$ cat src/rtl/lts_ram.sv
// generic single-write, single-read ram with registered read data
// no dependencies
`default_nettype none

module lts_ram #(
  parameter int WIDTH = 32,
  parameter int DEPTH = 32
) (
  input  wire logic                     clk_i,
  input  wire logic                     we_i,
  input  wire logic [$clog2(DEPTH)-1:0] waddr_i,
  input  wire logic [WIDTH-1:0]         wdata_i,
  input  wire logic                     re_i,
  input  wire logic [$clog2(DEPTH)-1:0] raddr_i,
  output logic      [WIDTH-1:0]         rdata_o
);

  logic [WIDTH-1:0] mem_q [DEPTH];

  always_ff @(posedge clk_i) begin
    if (we_i) begin
      mem_q[waddr_i] <= wdata_i;
    end
    if (re_i) begin
      rdata_o <= mem_q[raddr_i];
    end
  end

endmodule

`default_nettype wire

$ cat config.mk
export PLATFORM = sky130hd
export DESIGN_NAME = lts_ram
export DESIGN_NICKNAME = d
export VERILOG_FILES = /design/src/rtl/lts_ram.sv
export SDC_FILE = /design/constraint.sdc
export NUM_CORES = 1
export LEC_CHECK = 0
export BUFFER_PORTS_ARGS = -buffer_cell sky130_fd_sc_hd__buf_2
export CAP_MARGIN = 25
export CORE_UTILIZATION = 45
export DETAILED_ROUTE_END_ITERATION = 10
export HOLD_SLACK_MARGIN = 0.05
export PLACE_DENSITY = 0.6
export SYNTH_ARGS = -nofsm -noshare
export SYNTH_HDL_FRONTEND = slang
export SYNTH_SLANG_ARGS = --single-unit
$ cat constraint.sdc
create_clock -name clk_i -period 2.6 [get_ports clk_i]
set_input_delay 0.39 -clock clk_i [delete_from_list [all_inputs] [get_ports clk_i]]
set_output_delay 0.39 -clock clk_i [all_outputs]
set_load 0.1 [all_outputs]
==> flow_results.org <==
** Timing
- Subtracting the final worst setup slack from the clock period gives 2.12 ns.
- For the pin with the worst max-slew slack, the measured transition is 0.667 ns.
- Measured against its own limit, the worst slew margin works out to 0.556.
- Hold Fails Final Rpt :: 0
- After layout, the worst setup slack is 0.484 ns.
- Unrepaired setup endpoints after global routing :: no
- Number of pins with negative max-slew slack in the final report :: 0
- Final Cycle Share :: 0.814
- Setup violations remaining at the end of the flow were counted as 0.
- Final clock skew :: 0.0197 ns
- Fmax :: 473 MHz
- Across all hold checks on the routed design, the worst slack comes to 0.213 ns.

** GRT
- Across every metal layer, demand over resource in global routing totals 0.225.
- Entering global routing, the biggest net connects 62 pins.
- The initial antenna violation count came to 10.
- Global-route congestion overflow total :: 0
- First-pass GRT wire length :: 147,000 um
- Number of global-route vias before repair :: 21,500

** Clocking
- Clock latency on the worst-skew pair :: 0.66 ns
- Post-CTS repair changed the size of 0 cells.
- Counting along the longest clock path gives a buffer depth of 3.
- Clock-pin slew was measured on the worst setup and hold paths at 0.06 ns.
- In this run the number of H-tree levels came out at 3.
- Clock tree from TritonCTS :: done
- After clock tree synthesis, the setup repair step added 0 buffers.
- Number of buffers created by CTS :: 104
- The tree is rooted in a clkbuf_16.
- CTS saw 1,056 sinks.
- Hold buffer count at cts :: 0

** Synthesis
- Cell accounting for the most synthesized area :: edfxtp_1
- Of the total synthesized cell area, the portion taken by AND, OR, NAND and NOR gates is 0.0308.
- The synthesized design contains 1,056 enable-type register cells.
- In this run, synthesis produced a sequential element count of 1,056.
- Dividing the synthesized area by the synthesized cell count gives 18.1 um2.
- Of all flip-flops after synthesis, the portion carrying an async set or reset was 0.
- Area fraction in compound gates after synthesis :: 0.0481
- Counting every net in the synthesized netlist gives 2,305.
- The portion of synthesized area spent on multiplexers is 0.126.
- Syn Inst Count :: 2,260
- For this run, the register share of the synthesized area comes to 0.777.
- The netlist uses 24 different library cells.
- Of the total synthesized cell area, the portion taken by XOR and XNOR cells is 0.
- Area fraction of the dominant cell type after synthesis :: 0.777
- Ranked by total cell area, the synthesized netlist is headed by edfxtp_1 78%, mux2i_1 13%, a22oi_1 1.8%.
- Combinational family with the most area after synthesis :: multiplexers
- In this run the cell area of the synthesized design comes to 40,800 um2.
- Synth warnings :: 0
- Prevailing post-synth register cell :: edfxtp_1
- Synth Area in Adders :: 0

** Final layout
- Total of fill cells in the finished design :: 7,065
- In the final layout, the share of cells above drive strength 1 is 0.159.
- In the layout the commonest cells are 1,056 x edfxtp_1, 512 x mux2i_1, 108 x buf_4, 106 x clkbuf_16, 98 x nand3_1.
- The area growth from synthesis to layout is 15.5%.
- Post-layout nets :: 2,512
- The library cell used most frequently in the layout, excluding fill and tap cells, is edfxtp_1.
- Measured on the finished design, the core utilization comes to 0.524.

** Die
- Standard cell core area :: 89,900 um2
- Die Span X :: 303 um
- Ports :: 77
- The floorplan has 110 rows.
- For this configuration, the core starts out at a cell density of 0.454.
- Vertical extent of the die :: 303 um
- The die covers 91,900 um2.

** Route
- In this run the remaining antenna-violating nets after routing total 0.
- Dividing the detail-routed via count by the number of cells gives 5.73.
- Number of vias after detailed routing :: 21,400
- Final routed DRC violation total :: 0
- Drt wl/cell :: 27.6 um
- Summed over all layers, the routed wires come to 103,000 um.
- In this run, the number of DRC markers left after iteration 0 of detailed routing was 2,025.
- Before antenna repair, the detailed router went through 7 iterations.

** Worst setup path
- Cell family with most CP delay :: flip-flops
- The worst setup path is captured at an output pin.
- Startpoint kind of the worst setup timing path :: flop
- Worst r2r path cells :: 5
- In this design, the stage delay of the slowest critical-path cell is 0.55 ns.
- Critical Path Slowest Stage Cell :: edfxtp_1
- Worst endpoint data arrival time :: 1.73 ns
- The critical path in this run is classified as flop to output pin.
- Worst-path maximum fanout :: 1
- The signal on the critical path passes through buf_2.
- Crit path buf inv count :: 1
- Data on the critical path is required at its endpoint by 2.21 ns.
- In this run the critical register-to-register path is captured at rdata_o[19]$_DFFE_PP_.
- Reg2Reg Launch Point :: mem_q[1][19]$_DFFE_PP_
- Register-to-register setup slack :: 1.15 ns

** Placement
- HPWL after DPL :: 60,600 um
- Number of input and output port buffers inserted :: 76
- Routability-driven placement finished with a final weighted congestion of 0.815.
- At the placement stage, the worst setup path has a slack of 0.224 ns.

** Worst hold path
- Worst Hold Path Cells :: 1
- In this run the most critical hold path is launched from wdata_i[11].
- Hold-critical path endpoint :: mem_q[5][11]$_DFFE_PP_
- In this run the worst hold path is classified as input pin to flop.

** Pwr
- Peak supply drop :: 0.507 mV
- In this run the static leakage power is 16.4 nW.
- Power spread over the standard cell area amounts to 754 nW/um2.

** Run status
- The run finished with clean final reports.

** Run
- Across the run, the number of max-cap violations was 0.
through the flow:
stage	TNS, ns	total power (W)	instances	instance area, um2
3_3_place_gp	0	0.0216	3537	43900
5_1_grt	0	0.0365	3729	47100
4_1_cts	0	0.0358	3729	47100
3_5_place_dp	0	0.0216	3537	43900
2_1_floorplan	-64.02	0.0207	2260	40800
6_report	0	0.0355	3730	47100
cell type report:
class / count / area [um2] / share of cell area
sequential: 1056 / 31700 / 0.673
multi-input combinational: 1077 / 8610 / 0.183
clock buffer: 129 / 2740 / 0.0581
timing repair buffer: 228 / 2080 / 0.0442
tap: 1176 / 1470 / 0.0312
clock inverter: 63 / 495 / 0.0105
antenna: 1 / 2.50 / 0.0000531
report_power, final:
part           internal, W  switching (W)  leakage [nW]
clock network      0.00807        0.00618          1.56
registers           0.0190      0.0000900          9.54
logic             0.000649        0.00154          5.32
cell usage after synthesis, types with 5 or more instances:
master	count
a22o_1	64
a22oi_1	96
mux2i_1	512
buf_1	5
nand2_1	98
nor2_1	34
buf_4	33
a31oi_1	32
nand3b_1	5
buf_2	26
clkbuf_1	46
nor3_1	32
buf_6	15
nand3_1	98
a21oi_1	96
edfxtp_1	1056
worst max path at each step:
| stage | depth (start not counted) | slack, ns | start | to |
|---|---|---|---|---|
| 3_3_place_gp | 7 | 0.25 | raddr_i[0] | rdata_o[1]$_DFFE_PP_ |
| 6_report | 1 | 0.48 | rdata_o[14]$_DFFE_PP_ | rdata_o[14] |
| 4_1_cts | 1 | 0.42 | rdata_o[14]$_DFFE_PP_ | rdata_o[14] |
| 5_1_grt | 1 | 0.42 | rdata_o[14]$_DFFE_PP_ | rdata_o[14] |
| 2_1_floorplan | 3 | -0.22 | waddr_i[1] | mem_q[12][0]$_DFFE_PP_ |
| 3_5_place_dp | 7 | 0.22 | raddr_i[0] | rdata_o[1]$_DFFE_PP_ |
state kept, by name, summed over array words and instances (netlist names):
| signal | flops |
|---|---|
| mem_q | 1024 |
| rdata_o | 32 |
kinds of logic (layout without fill, tap and decap cells):
kind of cell           Yosys count  in the layout
DFF                           1056           1056
muxes                          512            512
AOI/OAI and AO/OA              288            288
and+or+nand+nor                277            277
buffers and inverters          127            420
other                            0              1
layer usage:
metal | GRT usage | wire [um] | up-vias
met5 | 0 | 79 | -
met4 | 0.0712 | 2650 | 12
met3 | 0.0366 | 7090 | 142
met2 | 0.368 | 49600 | 715
met1 | 0.311 | 43300 | 11100
li1 | - | - | 9442
Power figures use the tool's default switching activity.
