$ cat config.mk
export PLATFORM = sky130hd
export DESIGN_NAME = lts_div
export DESIGN_NICKNAME = d
export VERILOG_FILES = /design/src/rtl/lts_pkg.sv /design/src/rtl/lts_div.sv
export SDC_FILE = /design/constraint.sdc
export NUM_CORES = 1
export LEC_CHECK = 0
export ABC_CLOCK_PERIOD_IN_PS = 3400
export BUFFER_PORTS_ARGS = -buffer_cell sky130_fd_sc_hd__clkbuf_2
export CAP_MARGIN = 10
export CORE_ASPECT_RATIO = 0.9
export CORE_MARGIN = 2
export CORE_UTILIZATION = 39
export CTS_CLUSTER_DIAMETER = 50
export DETAILED_ROUTE_END_ITERATION = 7
export PLACE_DENSITY = 0.56
export REMOVE_ABC_BUFFERS = 1
export SLEW_MARGIN = 20
export SYNTH_ARGS = -nofsm -noshare
export SYNTH_HDL_FRONTEND = slang
export SYNTH_SLANG_ARGS = --single-unit
$ cat constraint.sdc
create_clock -name clk_i -period 3.4 [get_ports clk_i]
set_input_delay 0.17 -clock clk_i [delete_from_list [all_inputs] [get_ports clk_i]]
set_output_delay 0.17 -clock clk_i [all_outputs]
set_load 0.01 [all_outputs]
$ cat src/rtl/lts_pkg.sv
// shared types and constants of the lower-triangular forward solver
// no dependencies; used by the divider and the top level
`default_nettype none

package lts_pkg;

  localparam logic REQ_COEF = 1'b0;
  localparam logic REQ_RHS  = 1'b1;

  localparam logic REG_SIZE_IN_USE = 1'b0;

  localparam logic [31:0] WORD_MAX = 32'h7fff_ffff;
  localparam logic [31:0] WORD_MIN = 32'h8000_0000;

  localparam logic [5:0] SIZE_RESET = 6'd32;

  typedef enum logic [3:0] {
    ST_IDLE,
    ST_DIAG_RD,
    ST_DIAG_LD,
    ST_DIV_WAIT,
    ST_XWR,
    ST_UPD_RD,
    ST_UPD_MUL,
    ST_UPD_WR,
    ST_OUT_RD,
    ST_OUT_LD
  } state_e;

  typedef struct packed {
    logic        done;
    logic [31:0] quot;
    logic        sat;
  } div_res_t;

endpackage

`default_nettype wire

$ cat src/rtl/lts_div.sv
// iterative signed fixed-point divider, one quotient bit per cycle, saturating to 32 bits
// depends on lts_pkg
`default_nettype none

module lts_div
  import lts_pkg::*;
#(
  parameter int FRACTION_BITS = 16
) (
  input  wire logic        clk_i,
  input  wire logic        rst_ni,
  input  wire logic        start_i,
  input  wire logic [31:0] dividend_i,
  input  wire logic [31:0] divisor_i,
  output logic             busy_o,
  output div_res_t         res_o
);

  localparam int NUM_W = 32 + FRACTION_BITS;
  localparam int CNT_W = $clog2(NUM_W + 1);
  localparam logic [NUM_W-1:0] POS_LIM = NUM_W'(32'h7fff_ffff);
  localparam logic [NUM_W-1:0] NEG_LIM = NUM_W'(33'h0_8000_0000);

  logic             busy_q, busy_d;
  logic             done_q, done_d;
  logic [CNT_W-1:0] cnt_q, cnt_d;
  logic [NUM_W-1:0] num_q, num_d;
  logic [32:0]      rem_q, rem_d;
  logic [31:0]      den_q, den_d;
  logic             neg_q, neg_d;

  logic [31:0] abs_b, abs_d;
  logic [32:0] rem_sh;
  logic        ge;

  assign abs_b  = dividend_i[31] ? (~dividend_i + 32'd1) : dividend_i;
  assign abs_d  = divisor_i[31]  ? (~divisor_i + 32'd1)  : divisor_i;
  assign rem_sh = {rem_q[31:0], num_q[NUM_W-1]};
  assign ge     = rem_sh >= {1'b0, den_q};

  always_comb begin
    busy_d = busy_q;
    done_d = 1'b0;
    cnt_d  = cnt_q;
    num_d  = num_q;
    rem_d  = rem_q;
    den_d  = den_q;
    neg_d  = neg_q;
    if (start_i) begin
      busy_d = 1'b1;
      cnt_d  = CNT_W'(NUM_W);
      num_d  = NUM_W'(abs_b) << FRACTION_BITS;
      rem_d  = '0;
      den_d  = abs_d;
      neg_d  = dividend_i[31] ^ divisor_i[31];
    end else if (busy_q) begin
      // restoring step: quotient bits shift in where dividend bits leave
      rem_d = ge ? (rem_sh - {1'b0, den_q}) : rem_sh;
      num_d = {num_q[NUM_W-2:0], ge};
      cnt_d = cnt_q - CNT_W'(1);
      if (cnt_q == CNT_W'(1)) begin
        busy_d = 1'b0;
        done_d = 1'b1;
      end
    end
  end

  always_ff @(posedge clk_i or negedge rst_ni) begin
    if (!rst_ni) begin
      busy_q <= 1'b0;
      done_q <= 1'b0;
      cnt_q  <= '0;
    end else begin
      busy_q <= busy_d;
      done_q <= done_d;
      cnt_q  <= cnt_d;
    end
  end

  always_ff @(posedge clk_i) begin
    num_q <= num_d;
    rem_q <= rem_d;
    den_q <= den_d;
    neg_q <= neg_d;
  end

  logic sat_pos, sat_neg;
  assign sat_pos = num_q > POS_LIM;
  assign sat_neg = num_q > NEG_LIM;

  always_comb begin
    res_o.done = done_q;
    if (neg_q) begin
      res_o.sat  = sat_neg;
      res_o.quot = sat_neg ? WORD_MIN : (~num_q[31:0] + 32'd1);
    end else begin
      res_o.sat  = sat_pos;
      res_o.quot = sat_pos ? WORD_MAX : num_q[31:0];
    end
  end

  assign busy_o = busy_q;

endmodule

`default_nettype wire

==> summary.md <==
| Metric | Value |
|---|---|
| Run status | `finished, violations left` |
| Failing checks | `negative setup slack` |
| Clock period minus final worst setup slack | `3.406 ns` |
| Setup-violating endpoint count in the final report | `1` |
| Leading cell type in the layout, fill and taps excluded | `sky130_fd_sc_hd__nand2_1` |
| Vias in the first global route | `7590` |
| Most frequent cells in the layout | `sky130_fd_sc_hd__nand2_1, sky130_fd_sc_hd__nor2_1, sky130_fd_sc_hd__clkbuf_2, sky130_fd_sc_hd__xnor2_1, sky130_fd_sc_hd__edfxtp_1` |
| CP max-delay cell | `sky130_fd_sc_hd__or4_4` |
| Crit Reg-Reg Startpoint | `num_q[47]` |
| Maximum number of pins on one net before global-route repair | `63` |
| Number of clock sinks seen by CTS | `121` |
| Number of ports placed on the die boundary | `102` |
| Filler instances | `2176` |
| Ratio of cells with drive above 1 in the final layout | `22.09%` |
| Main flop type after synthesis | `sky130_fd_sc_hd__edfxtp_1` |
| Arrival time reported for the critical path endpoint | `3.24 ns` |
| Placeable core area | `22450 µm²` |
| Via count | `8077` |
| Placed Instance Area | `9902 µm²` |
| Final number of hold-violating endpoints | `0` |
| Crit. End Element | `output pin` |
| Count of final max-slew check failures | `0` |
| Initial cell density of the core | `39.63%` |
| Max frequency | `293.6 MHz` |
| Cell chain of the critical path | `buf_4 > or4_4 > nor4_4 > buf_4 > nand4b_1 > nor3_2 > nand2_1 > or3_1 > nor3_2 > xnor2_1 > o21a_1 > clkbuf_2` |
| Synth-to-Final Area Change | `23.27%` |
| DP Wirelength | `17.15 mm` |
| Worst slack at placement | `0.04567 ns` |
| Iteration count of the initial detailed-routing pass | `7` |
| Worst Path Max Fanout | `5` |
| Async set or reset register ratio after synthesis | `6.612%` |
| Residual antenna-violating net count after detailed routing | `0` |
| Clock slew at reported path FFs | `0.06 ns` |
| Count of nets after finishing | `1251` |
| Final worst path period share | `100.2%` |
| PnR Total Power | `0.007095 W` |
| Slew HR | `46.57%` |
| Stage delay of the slowest cell on the critical path | `0.57 ns` |
| Post-synthesis cell count | `1023` |
| Worst slew pin tran | `0.8015 ns` |
| Fin worst setup slack | `-0.005587 ns` |
| Clock tree from TritonCTS | `built` |
| Wire length of the first global-routing pass | `39.12 mm` |
| Routed length per instance | `16.64 µm` |
| Seq/Total Area, Yosys | `35.00%` |
| Mapped cell area | `8895 µm²` |
| Worst hold path stage count | `2` |
| Number of library cell types mapped by synthesis | `63` |
| Setup repair after global routing missed its margin | `true` |
| Total buffers and inverters traversed by the critical path | `3` |
| Worst R2R Path Depth | `12` |
| Antenna violations before repair | `2` |
| Peak supply drop | `0.4363 mV` |
| Inserted Clock Buffers | `17` |
| Ratio of routed vias to standard cells | `5.540` |
| Number of H-tree branching levels | `4` |
| Input/output buffers | `101` |
| Kind of cell adding the most delay to the critical path | `simple AND/OR/NAND/NOR gates` |
| Final Routed Wirelength | `24.27 mm` |
| Worst clock skew | `0.01634 ns` |
| Origin of the worst min-delay path | `divisor_i[29]` |
| Total GRT Usage | `20.27%` |
| Root buffer cell | `sky130_fd_sc_hd__clkbuf_16` |
| Reg2reg setup slack | `0.31 ns` |
| Number of core rows | `52` |
| Die Wd | `163.2 µm` |
| Reported max-cap violation count | `0` |
| Synthesized area per cell | `8.695 µm²` |
| Number of warnings printed during yosys synthesis | `0` |
| Critical path launch point type | `flop` |
| Buffer depth of the longest clock path | `2` |
| Number of enable flip-flop cells after synthesis | `65` |
| Final design utilization | `48.85%` |
| Power per cell area | `647.1 nW/µm²` |
| Class of the worst hold path | `input port to flop` |
| DRC violation total after the first TritonRoute iteration | `532` |
| Last weighted congestion value of the routability-driven placer | `0.8132` |
| Clock latency of the later-clocked register in the worst-skew pair | `0.43 ns` |
| Final std cell area, no fill | `10960 µm²` |
| Synthesis-stage register bit count | `121` |
| Area of the die | `24030 µm²` |
| GRT Residual Overflow | `0` |
| Total DRC errors in the routed layout | `0` |
| Hold Path End | `den_q[29]` |
| Worst reg2reg path endpoint | `rem_q[30]` |
| Cell leakage power | `4.620 nW` |
| Required time of the critical path | `3.23 ns` |
| Critical setup path kind | `flop to output pin` |
| Die span in y | `147.3 µm` |
[through the flow]
step                      instances  hold slack (ns)    TNS, ns
after floorplan                 958          -0.1256     -8.083
after global placement         1403          0.02738          0
after detailed placement       1403          0.02651          0
after CTS                      1449          0.06199    -0.9857
after global routing           1458          0.07104     -1.768
final                          1458          0.06612  -0.005587
[timing repair]
action,CTS,global route
setup buffers,10,7
pin swaps,16,12
endpoints found under the setup margin,30,46
hold buffers,2,0
gates resized for setup,39,65
hold endpoints to repair,9,0
gates cloned,2,0
[cells by family after synthesis]
logic type,Yosys count,synth area share [%]
flip-flops,121,35.00
buffers and inverters,128,5.444
AO/OA/AOI/OAI,277,22.24
XOR/XNOR,90,8.862
multiplexers,41,4.628
AND/OR/NAND/NOR,328,18.40
adder cells (fa/ha/maj),38,5.430
[worst max-delay path by stage]
stage           endpoint  slack (ns)      from  depth (start not counted)
2_1_floorplan  res_o[11]       -0.26  num_q[0]                         11
3_3_place_gp   res_o[23]        0.15  num_q[0]                         14
3_5_place_dp   res_o[18]        0.05  num_q[0]                         14
4_1_cts        res_o[18]       -0.11  num_q[1]                         14
5_1_grt        res_o[15]       -0.17  num_q[0]                         14
6_report       res_o[32]      -0.006  num_q[5]                         12
[sequential cells by signal, indices dropped and copies added, names as in the netlist]
| signal | cells |
|---|---|
| neg_q | 1 |
| cnt_q | 6 |
| done_q | 1 |
| den_q | 32 |
| rem_q | 32 |
| busy_o | 1 |
| num_q | 48 |
[cells in the mapped netlist, drive strengths merged, types with 16 or more instances]
cell	count	area share, %
a21oi	35	2.0
nor4	16	1.1
o41ai	16	1.6
nand2b	19	1.3
xnor2	78	7.7
o21ai	49	2.8
a22o	30	3.0
clkbuf	56	2.4
nor2	88	3.7
a211oi	34	2.9
ha	37	5.2
o311ai	23	2.3
inv	63	2.7
edfxtp	65	22
nor3	27	1.5
mux2i	40	4.5
nand2	93	3.9
dfxtp	48	11
o31ai	26	2.3
[report_power, final]
group	leakage, nW	switching, W	internal, W
clock network	0.281	0.000705	0.00108
logic	3.18	0.00178	0.00146
registers	1.16	0.000225	0.00184
[per-layer routing]
layer | vias up | GRT usage (%) | routed length, µm
met5 | - | 0 | 12
met4 | 2 | 4.469 | 320
li1 | 4041 | - | -
met1 | 3854 | 27.75 | 11540
met3 | 24 | 4.207 | 982
met2 | 156 | 32.95 | 11410
[layout make-up]
| type | count | area (µm²) | area share [%] |
|---|---|---|---|
| Antenna cell | 2 | 5.005 | 0.04565 |
| Inverter | 63 | 236.5 | 2.157 |
| Multi-Input combinational cell | 775 | 5583 | 50.92 |
| Clock buffer | 21 | 471.7 | 4.302 |
| Sequential cell | 121 | 3120 | 28.46 |
| Timing Repair Buffer | 168 | 1066 | 9.723 |
| Tap cell | 297 | 371.6 | 3.389 |
| Clock inverter | 11 | 110.1 | 1.004 |
No activity file was read; power rests on OpenSTA's default activity.
